File: config.mk
export PLATFORM = sky130hd
export DESIGN_NAME = elevator_sweep_controller_core
export DESIGN_NICKNAME = d
export VERILOG_FILES = /design/src/hdl/esc_pkg.sv /design/src/hdl/esc_ctrl.sv /design/src/hdl/esc_datapath.sv /design/src/hdl/elevator_sweep_controller_core.sv
export SDC_FILE = /design/constraint.sdc
export NUM_CORES = 1
export LEC_CHECK = 0
export BUFFER_PORTS_ARGS = -buffer_cell sky130_fd_sc_hd__buf_2
export CORE_ASPECT_RATIO = 1.5
export CORE_MARGIN = 1
export CORE_UTILIZATION = 33
export DETAILED_ROUTE_END_ITERATION = 16
export GPL_TIMING_DRIVEN = 0
export PLACE_DENSITY = 0.6
export SETUP_SLACK_MARGIN = 0.3
export SLEW_MARGIN = 20
export SYNTH_ARGS = -nofsm -noshare
export SYNTH_HDL_FRONTEND = slang
export SYNTH_HIERARCHICAL = 1
export SYNTH_SLANG_ARGS = --single-unit
File: constraint.sdc
create_clock -name clk -period 4.7 [get_ports clk]
set_input_delay 0.705 -clock clk [delete_from_list [all_inputs] [get_ports clk]]
set_output_delay 0.705 -clock clk [all_outputs]
set_load 0.1 [all_outputs]
File: src/hdl/esc_pkg.sv
// Shared types and constants for the elevator sweep controller.
// Used by esc_ctrl, esc_datapath and elevator_sweep_controller_core.
package esc_pkg;

  localparam int ESC_STACK_DEPTH = 7;
  localparam int FLOOR_W         = 3;
  localparam int PENDING_W       = 3;

  localparam logic [FLOOR_W-1:0] TOP_FLOOR = 3'd6;

  // Item kinds on the func field.
  localparam logic [1:0] FN_TICK   = 2'd0;
  localparam logic [1:0] FN_REQ    = 2'd1;
  localparam logic [1:0] FN_GROUND = 2'd2;

  // Result event codes.
  localparam logic [1:0] EV_NONE  = 2'd0;
  localparam logic [1:0] EV_MOVED = 2'd1;
  localparam logic [1:0] EV_DOORS = 2'd2;
  localparam logic [1:0] EV_DROP  = 2'd3;

  typedef enum logic {
    PH_IDLE,
    PH_MOVING
  } phase_t;

  // Commands from the controller to the datapath.
  typedef struct packed {
    logic       load;
    logic       push;
    logic       pop;
    logic       park;
    logic       move;
    logic       apply_ground;
    logic       mark_ground;
    logic [1:0] ev_code;
    logic       busy;
  } esc_cmd_t;

  // Status from the datapath, already adjusted for a pending ground return.
  typedef struct packed {
    logic ground;
    logic full;
    logic empty;
    logic at_target;
    logic at_park;
  } esc_status_t;

endpackage

File: src/hdl/esc_ctrl.sv
// Controller for the elevator sweep controller: car phase state machine,
// request handshake and result valid. Depends on esc_pkg.
module esc_ctrl
  import esc_pkg::*;
(
  input  logic        clk,
  input  logic        rst,
  input  logic        in_valid,
  output logic        in_stall,
  output logic        out_valid,
  input  logic        out_stall,
  input  logic [1:0]  func,
  input  esc_status_t st,
  output esc_cmd_t    cmd
);

  phase_t phase;
  phase_t phase_next;
  phase_t phase_eff;
  logic   take;
  logic   out_valid_next;
  logic   choose_moving;

  // The result register may be refilled in the cycle it drains.
  assign in_stall       = out_valid & out_stall;
  assign take           = in_valid & ~in_stall;
  assign out_valid_next = take | (out_valid & out_stall);

  // A pending ground return puts the car in motion before the tick is handled.
  assign phase_eff     = st.ground ? PH_MOVING : phase;
  assign choose_moving = ~st.empty | ~st.at_park;

  always_ff @(posedge clk) begin
    if (rst) begin
      phase     <= PH_IDLE;
      out_valid <= 1'b0;
    end else begin
      phase     <= phase_next;
      out_valid <= out_valid_next;
    end
  end

  always_comb begin
    phase_next = phase;
    if (take && func == FN_TICK) begin
      unique case (phase_eff)
        PH_IDLE: begin
          phase_next = choose_moving ? PH_MOVING : PH_IDLE;
        end
        PH_MOVING: begin
          if (st.at_target) begin
            phase_next = choose_moving ? PH_MOVING : PH_IDLE;
          end else begin
            phase_next = PH_MOVING;
          end
        end
        default: phase_next = PH_IDLE;
      endcase
    end
  end

  always_comb begin
    cmd         = '0;
    cmd.load    = take;
    cmd.ev_code = EV_NONE;
    cmd.busy    = (phase_next == PH_MOVING);
    if (take) begin
      case (func)
        FN_TICK: begin
          cmd.apply_ground = st.ground;
          unique case (phase_eff)
            PH_IDLE: begin
              cmd.pop  = ~st.empty;
              cmd.park = st.empty & ~st.at_park;
            end
            PH_MOVING: begin
              if (st.at_target) begin
                cmd.ev_code = EV_DOORS;
                cmd.pop     = ~st.empty;
                cmd.park    = st.empty & ~st.at_park;
              end else begin
                cmd.ev_code = EV_MOVED;
                cmd.move    = 1'b1;
              end
            end
            default: cmd.ev_code = EV_NONE;
          endcase
        end
        FN_REQ: begin
          if (st.full) begin
            cmd.ev_code = EV_DROP;
          end else begin
            cmd.push = 1'b1;
          end
        end
        FN_GROUND: begin
          cmd.mark_ground = 1'b1;
        end
        default: cmd.ev_code = EV_NONE;
      endcase
    end
  end

endmodule

File: src/hdl/esc_datapath.sv
// Datapath for the elevator sweep controller: car position and direction,
// target, stop stack memory and the result register. Depends on esc_pkg.
module esc_datapath
  import esc_pkg::*;
#(
  parameter int STACK_DEPTH = ESC_STACK_DEPTH
) (
  input  logic                 clk,
  input  logic                 rst,
  input  logic                 cfg_wr_en,
  input  logic                 cfg_wr_data,
  input  logic [FLOOR_W-1:0]   floor,
  input  esc_cmd_t             cmd,
  output esc_status_t          st,
  output logic [1:0]           event_res,
  output logic [FLOOR_W-1:0]   car_floor,
  output logic                 heading_up,
  output logic                 busy_res,
  output logic [PENDING_W-1:0] pending
);

  localparam int CW = $clog2(STACK_DEPTH + 1);
  localparam int AW = (STACK_DEPTH > 1) ? $clog2(STACK_DEPTH) : 1;

  logic [FLOOR_W-1:0] cur;
  logic [FLOOR_W-1:0] cur_next;
  logic               going_up;
  logic               going_up_next;
  logic [FLOOR_W-1:0] target;
  logic [FLOOR_W-1:0] target_next;
  logic               park_at_top;
  logic               park_at_top_next;
  logic               ground_forced;
  logic               ground_forced_next;
  logic [CW-1:0]      count;
  logic [CW-1:0]      count_next;
  logic [CW-1:0]      top_index;
  logic [AW-1:0]      rd_addr;
  logic [AW-1:0]      wr_addr;
  logic [FLOOR_W-1:0] top_data;
  logic [FLOOR_W-1:0] push_floor;
  logic               park_eff;
  logic               dir_eff;
  logic               dir_move;
  logic [FLOOR_W-1:0] park_floor;

  logic [FLOOR_W-1:0] stack_mem [STACK_DEPTH];

  assign park_eff   = ground_forced ? 1'b0 : park_at_top;
  assign dir_eff    = ground_forced ? 1'b0 : going_up;
  assign park_floor = park_eff ? TOP_FLOOR : '0;
  assign push_floor = (floor > TOP_FLOOR) ? TOP_FLOOR : floor;

  assign st.ground    = ground_forced;
  assign st.full      = (count == CW'(STACK_DEPTH));
  assign st.empty     = (count == '0);
  assign st.at_target = ground_forced ? (cur == '0) : (cur == target);
  assign st.at_park   = (cur == park_floor);

  // Turn around at either end of the shaft before taking the step.
  always_comb begin
    dir_move = dir_eff;
    if (dir_eff && cur >= TOP_FLOOR) begin
      dir_move = 1'b0;
    end else if (!dir_eff && cur == '0) begin
      dir_move = 1'b1;
    end
  end

  always_comb begin
    cur_next           = cur;
    going_up_next      = going_up;
    target_next        = target;
    park_at_top_next   = park_at_top;
    ground_forced_next = ground_forced;
    count_next         = count;
    if (cfg_wr_en) begin
      park_at_top_next = cfg_wr_data;
    end
    if (cmd.apply_ground) begin
      ground_forced_next = 1'b0;
      park_at_top_next   = 1'b0;
      going_up_next      = 1'b0;
      target_next        = '0;
    end
    if (cmd.mark_ground) begin
      ground_forced_next = 1'b1;
    end
    if (cmd.pop) begin
      target_next = top_data;
      count_next  = count - 1'b1;
    end
    if (cmd.park) begin
      going_up_next = park_eff;
      target_next   = park_floor;
    end
    if (cmd.move) begin
      going_up_next = dir_move;
      cur_next      = dir_move ? cur + 1'b1 : cur - 1'b1;
    end
    if (cmd.push) begin
      count_next = count + 1'b1;
    end
  end

  always_ff @(posedge clk) begin
    if (rst) begin
      cur           <= '0;
      going_up      <= 1'b1;
      target        <= '0;
      park_at_top   <= 1'b0;
      ground_forced <= 1'b0;
      count         <= '0;
    end else begin
      cur           <= cur_next;
      going_up      <= going_up_next;
      target        <= target_next;
      park_at_top   <= park_at_top_next;
      ground_forced <= ground_forced_next;
      count         <= count_next;
    end
  end

  // The read port always fetches the entry that will be on top after this
  // cycle, so a pop finds its floor already registered.
  assign top_index = count_next - 1'b1;
  assign rd_addr   = top_index[AW-1:0];
  assign wr_addr   = count[AW-1:0];

  always_ff @(posedge clk) begin
    if (cmd.push) begin
      stack_mem[wr_addr] <= push_floor;
    end
  end

  always_ff @(posedge clk) begin
    if (cmd.push) begin
      top_data <= push_floor;
    end else begin
      top_data <= stack_mem[rd_addr];
    end
  end

  always_ff @(posedge clk) begin
    if (cmd.load) begin
      event_res  <= cmd.ev_code;
      car_floor  <= cur_next;
      heading_up <= going_up_next;
      busy_res   <= cmd.busy;
      pending    <= PENDING_W'(count_next);
    end
  end

endmodule

File: src/hdl/elevator_sweep_controller_core.sv
// Top level of the elevator sweep controller: joins the phase controller
// and the datapath. Depends on esc_pkg, esc_ctrl and esc_datapath.
//
//   Channel   Handshake              Signals
//   request   in_valid / in_stall    func, floor
//   result    out_valid / out_stall  event_res, car_floor, heading_up, busy_res, pending
//   config    cfg_wr_en              cfg_wr_data (park_at_top)
//
// Each request is handled in the cycle it is accepted; its result appears
// in the output register on the next cycle, one request per cycle sustained while out_stall is low.
// The stack read port prefetches the top entry so a pop finds its floor already registered.
// Requests are stalled only while a result waits in the output register
// under out_stall. Reset is synchronous; no clearing pass is needed.
module elevator_sweep_controller_core
  import esc_pkg::*;
#(
  parameter int STACK_DEPTH = ESC_STACK_DEPTH
) (
  input  logic                 clk,
  input  logic                 rst,
  input  logic                 cfg_wr_en,
  input  logic                 cfg_wr_data,
  input  logic                 in_valid,
  output logic                 in_stall,
  input  logic [1:0]           func,
  input  logic [FLOOR_W-1:0]   floor,
  output logic                 out_valid,
  input  logic                 out_stall,
  output logic [1:0]           event_res,
  output logic [FLOOR_W-1:0]   car_floor,
  output logic                 heading_up,
  output logic                 busy_res,
  output logic [PENDING_W-1:0] pending
);

  esc_cmd_t    cmd;
  esc_status_t st;

  esc_ctrl u_ctrl (
    .clk       (clk),
    .rst       (rst),
    .in_valid  (in_valid),
    .in_stall  (in_stall),
    .out_valid (out_valid),
    .out_stall (out_stall),
    .func      (func),
    .st        (st),
    .cmd       (cmd)
  );

  esc_datapath #(
    .STACK_DEPTH (STACK_DEPTH)
  ) u_datapath (
    .clk         (clk),
    .rst         (rst),
    .cfg_wr_en   (cfg_wr_en),
    .cfg_wr_data (cfg_wr_data),
    .floor       (floor),
    .cmd         (cmd),
    .st          (st),
    .event_res   (event_res),
    .car_floor   (car_floor),
    .heading_up  (heading_up),
    .busy_res    (busy_res),
    .pending     (pending)
  );

endmodule

---- Word level (Yosys, flattened, before mapping) ----
Memory sizes are Yosys's and may differ from the RTL's. A register that Yosys moved wholly into a read port is not among the register bits.
Index checks and enable logic that the tools add are counted.
storage, ports and cells
  flip-flop bits (word level) ............. 24
  memory bits (writable) .................. 21
  bits of input ports ..................... 11
  output and inout port bits .............. 12
  logic and storage cells ................. 84
  memories kept ........................... 1
cells by class
  $add $sub $neg .......................... 5
  $lt $le $gt $ge ......................... 2
  equal/unequal tests ..................... 5
  mux-type cells .......................... 39
  bitwise gates (word level) .............. 9
  reduce and logical (&&, ||, !) cells .... 10
memories
  memory                depth  width  rd ports  clocked after memory_dff  wr ports  line                RTL
  u_datapath.stack_mem  7      3      1         1                         1         esc_datapath.sv:47  logic [FLOOR_W-1:0] stack_mem [STACK_DEPTH];
operators by type and width
  cell                 number
  $mux 3               9
  $mux 1               21
  $sub 3x1->3 const B  3
  $mux 2               4
  $mux 8               1
  $pmux 2 s2           2
  $add 3x1->3 const B  2
  $eq 3x3->1           2
  $logic_not 3->1      2
  $mux 4               1
  $not 1->1            4
  $and 1x1->1          3
  $eq 3x3->1 const B   1
  $ge 3x3->1 const B   1
  $gt 3x3->1 const B   1
  $logic_and 1x1->1    3
  $reduce_bool 3->1    1
  $eq 2x1->1 const B   1
  $eq 2x2->1 const B   1
  $logic_not 2->1      1
  $or 1x1->1           2
  $pmux 1 s2           1
  $reduce_bool 2->1    1
  $reduce_or 2->1      1
  $logic_not 1->1      1

---- Logic depth before layout (Yosys ltp) ----
  depth after elaboration ................. 12
  gate-level depth with buffers ........... 10
  gate-level depth less buffers ........... 10

---- Hierarchy ----
Netlist, hierarchy kept.
modules (own cells, without submodules)
  module        instances  cells an instance  area each (µm²)  sequential area each (µm²)
  esc_datapath  1          167                2,063.2          1,231.2
  esc_ctrl      1          32                 246.5            40.0

---- Worst setup path after synthesis ----
OpenSTA, ideal clock, no wires.
  path type ............................... register to register
  start point ............................. reg u_ctrl.out_valid
  end point ............................... reg (tool-made name)
  arrival ................................. 2.589 ns
  data required time ...................... 4.577 ns
  setup slack ............................. 1.988 ns
  cell stages (with the launch flop) ...... 10
  path buffers ............................ 1
  cell sequence ........................... dfxtp_1 -> a21bo_4 -> or3_1 -> buf_6 -> nor3_1 -> nor2_1 -> a211oi_1 -> a21oi_1 -> ha_1 -> xnor2_1
RTL lines
  item                    line            RTL
  start, declared         esc_ctrl.sv:10  output logic out_valid,
  start signal, assigned  esc_ctrl.sv:39  out_valid <= out_valid_next;

==> metrics.cfg <==
[power_and_ir_drop]
finalPower_mw=0.9274
swShare_pct=28.62
switchingPower_mw=0.2654
power.leakage_nw=1.043
pwr-share-comb_pct=19.5
max-vdd-ir-drop_uv=131.3
p_per_area_mw_per_mm2=354.3
clkPwrFrac_pct=28.7
p_int_mw=0.6620
pwr-share-seq_pct=51.8

[floorplanning]
dieArea_mm2=0.007345
std_cell_rows=37
io-pin-count=23
dieWidth_um=70.31
core_area_mm2=0.006805
die_h_um=104.5
start_util_pct=33.94

[clock_network]
clk_path_buf_depth=2
tritoncts=built
cts_sinks=48
htree_levels=2
insertion_delay_ns=0.29
cts_root_buf=clkbuf_8
hold_buffers=0
post_cts.repair.setup_buffers=0
ctsResizeCount=0
cts_buffers=5
path_clk_slew_ns=0.09

[cells_and_area]
n_antenna_cell=0
final_cell_mix=edfxtp_1 (31), buf_2 (25), nor2_1 (20)
fin_nets=245
layout_commonest_cell=edfxtp_1
fill_cells=647
synthToLayoutAreaGrowth_pct=13.33
design_area_mm2=0.002618
drive_above_1_share_pct=21.40
instances_no_fill=307

[sta]
hold_violations=0
fin_tns_setup_ns=0
worstMarginPinSlew_ns=0.8637
finalCritPeriodShare_pct=60.57
setup_viol=0
fmax_mhz=351.3
rsz0062_at_grt=false
slew_headroom_pct=41.89
fin_crit_ns=2.847
drv_slew=0
clock-skew-final_ns=0.006166
fin_ws_ns=1.853

[drt]
antenna_left=0
drt-pass1-iter-count=3
via_per_inst=4.863
vias=1493
wl_um=4039
drc_errors=0
wl_per_cell_um=13.16
drt-initial-drc-count=81

[placement]
portBuffers=22
dp_slack_ns=1.714
gp_congestion=0.7435
dp.cells=299
placed_area_mm2=0.002517
place_hpwl_um=3131

[global_route]
grt_pass1_wl_um=6555
grt_usage_pct=11.60
grt_max_degree=15
grt_pass1_vias=1475
antenna_found_initial=0
grt-ovfl-total=0

[logic_synthesis]
synth_edf_count=31
yosys_most_used_dff=edfxtp_1
ys_ff_latch=48
yosysSeqAreaShare_pct=55.04
ys_warn_count=6
syn_nets=216
synth-async-reset-ratio_pct=0
syn_area_mm2=0.002310
avgSynthCellArea_um2=11.61
synth_cell_type_count=52
syn_inst=199

[critical_path]
worstPathArrival_ns=3.03
worst_setup_path_end_kind=flop
crit_type=reg2reg
cp.required_ns=4.88
crit_path_start_kind=flop
crit_fanout=7

[run_status]
status=finished clean

[worst_hold_path]
min_path_type=reg2reg

[job]
maxCapViolCount=0

[worst paths after layout]
kind         slack (ns)  cells past startpoint                         startpoint                           endpoint
max                1.85                      9       u_datapath/cur[1]$_SDFF_PP0_                               flop
min                0.57                      2  u_datapath/target[1]$_SDFFE_PP0P_  u_datapath/target[1]$_SDFFE_PP0P_
max reg2reg        1.85                      9       u_datapath/cur[1]$_SDFF_PP0_                               flop
min reg2reg        0.57                      2  u_datapath/target[1]$_SDFFE_PP0P_  u_datapath/target[1]$_SDFFE_PP0P_
[metrics by stage]
stage               hold slack [ns]  util (%)
floorplan                    0.5065         -
detailed placement           0.5575     36.99
global placement             0.5580     36.99
CTS                          0.5799     38.46
global route                 0.6185     38.46
finish                       0.5700     38.46
[synthesized netlist by cell type (2+ instances only)]
| master | count | area [µm²] |
|---|---|---|
| nor3_1 | 8 | 40.04 |
| nand2b_1 | 4 | 25.02 |
| buf_6 | 2 | 22.52 |
| a21oi_1 | 5 | 25.02 |
| buf_2 | 3 | 15.01 |
| mux2i_1 | 9 | 90.09 |
| o21a_1 | 3 | 22.52 |
| nor2b_1 | 3 | 18.77 |
| clkbuf_1 | 3 | 11.26 |
| dfxtp_1 | 17 | 340.3 |
| edfxtp_1 | 31 | 930.9 |
| mux2_2 | 3 | 33.78 |
| o21bai_1 | 2 | 15.01 |
| inv_1 | 14 | 52.55 |
| xnor2_1 | 4 | 35.03 |
| nand3b_1 | 3 | 22.52 |
| xor2_1 | 4 | 35.03 |
| ha_1 | 5 | 62.56 |
| nor2_1 | 20 | 75.07 |
| nor3b_1 | 3 | 22.52 |
| o21ai_0 | 5 | 25.02 |
| buf_4 | 3 | 22.52 |
| a211oi_1 | 3 | 22.52 |
| nand2_1 | 14 | 52.55 |
[kinds of logic after synthesis]
| group | Yosys count | share of synthesized area, % |
|---|---|---|
| simple gates | 68 | 16.36 |
| flops | 48 | 55.04 |
| compound gates | 31 | 10.62 |
| buf+inv | 25 | 5.363 |
| mux | 13 | 6.013 |
| xor+xnor | 8 | 3.033 |
| fa+ha+maj | 6 | 3.575 |
[flip-flops by register name, summed over array words and instances (netlist names), named ones only]
signal / count
u_ctrl/out_valid: 1
u_ctrl/phase: 1
u_datapath/busy_res: 1
u_datapath/car_floor: 3
u_datapath/count: 3
u_datapath/cur: 3
u_datapath/event_res: 2
u_datapath/going_up: 1
u_datapath/ground_forced: 1
u_datapath/heading_up: 1
u_datapath/park_at_top: 1
u_datapath/pending: 3
u_datapath/stack_mem: 21
u_datapath/target: 3
[worst max-delay path, stage by stage, from the launching register on]
cell	delay, ns
dfxtp_1	0.47
xor2_1	0.10
o41ai_1	0.57
nor2_1	0.18
nor3_1	0.62
nor2_1	0.11
a211oi_1	0.19
a21oi_1	0.11
ha_1	0.27
xnor2_1	0.12
[layer usage]
layer,track usage (%),vias up,share of wire [%]
met3,2.713,8,2.8
met2,22.79,24,58
met5,0,-,0
li1,-,758,-
met1,10.73,703,37
met4,5.429,0,2.2
[cell type report]
class                           count  area [µm²]  share of cell area (%)
Buffer                             11       71.32                   2.725
Clock buffer                        8       100.1                   3.824
Inverter                           14       52.55                   2.008
Multi-Input combinational cell    126       914.6                   34.94
Sequential cell                    48        1271                   48.57
Tap cell                           78       97.59                   3.728
Timing Repair Buffer               22       110.1                   4.207
[power by group through the flow]
stage | Sequential [mW] | Clock [mW] | Combinational, mW
final | 0.481 | 0.266 | 0.180
after floorplan | 0.536 | 0 | 0.0999
after global placement | 0.490 | 0 | 0.180
after CTS | 0.481 | 0.273 | 0.182
after global routing | 0.484 | 0.293 | 0.194
after detailed placement | 0.491 | 0 | 0.181
Power figures use the tool's default switching activity.
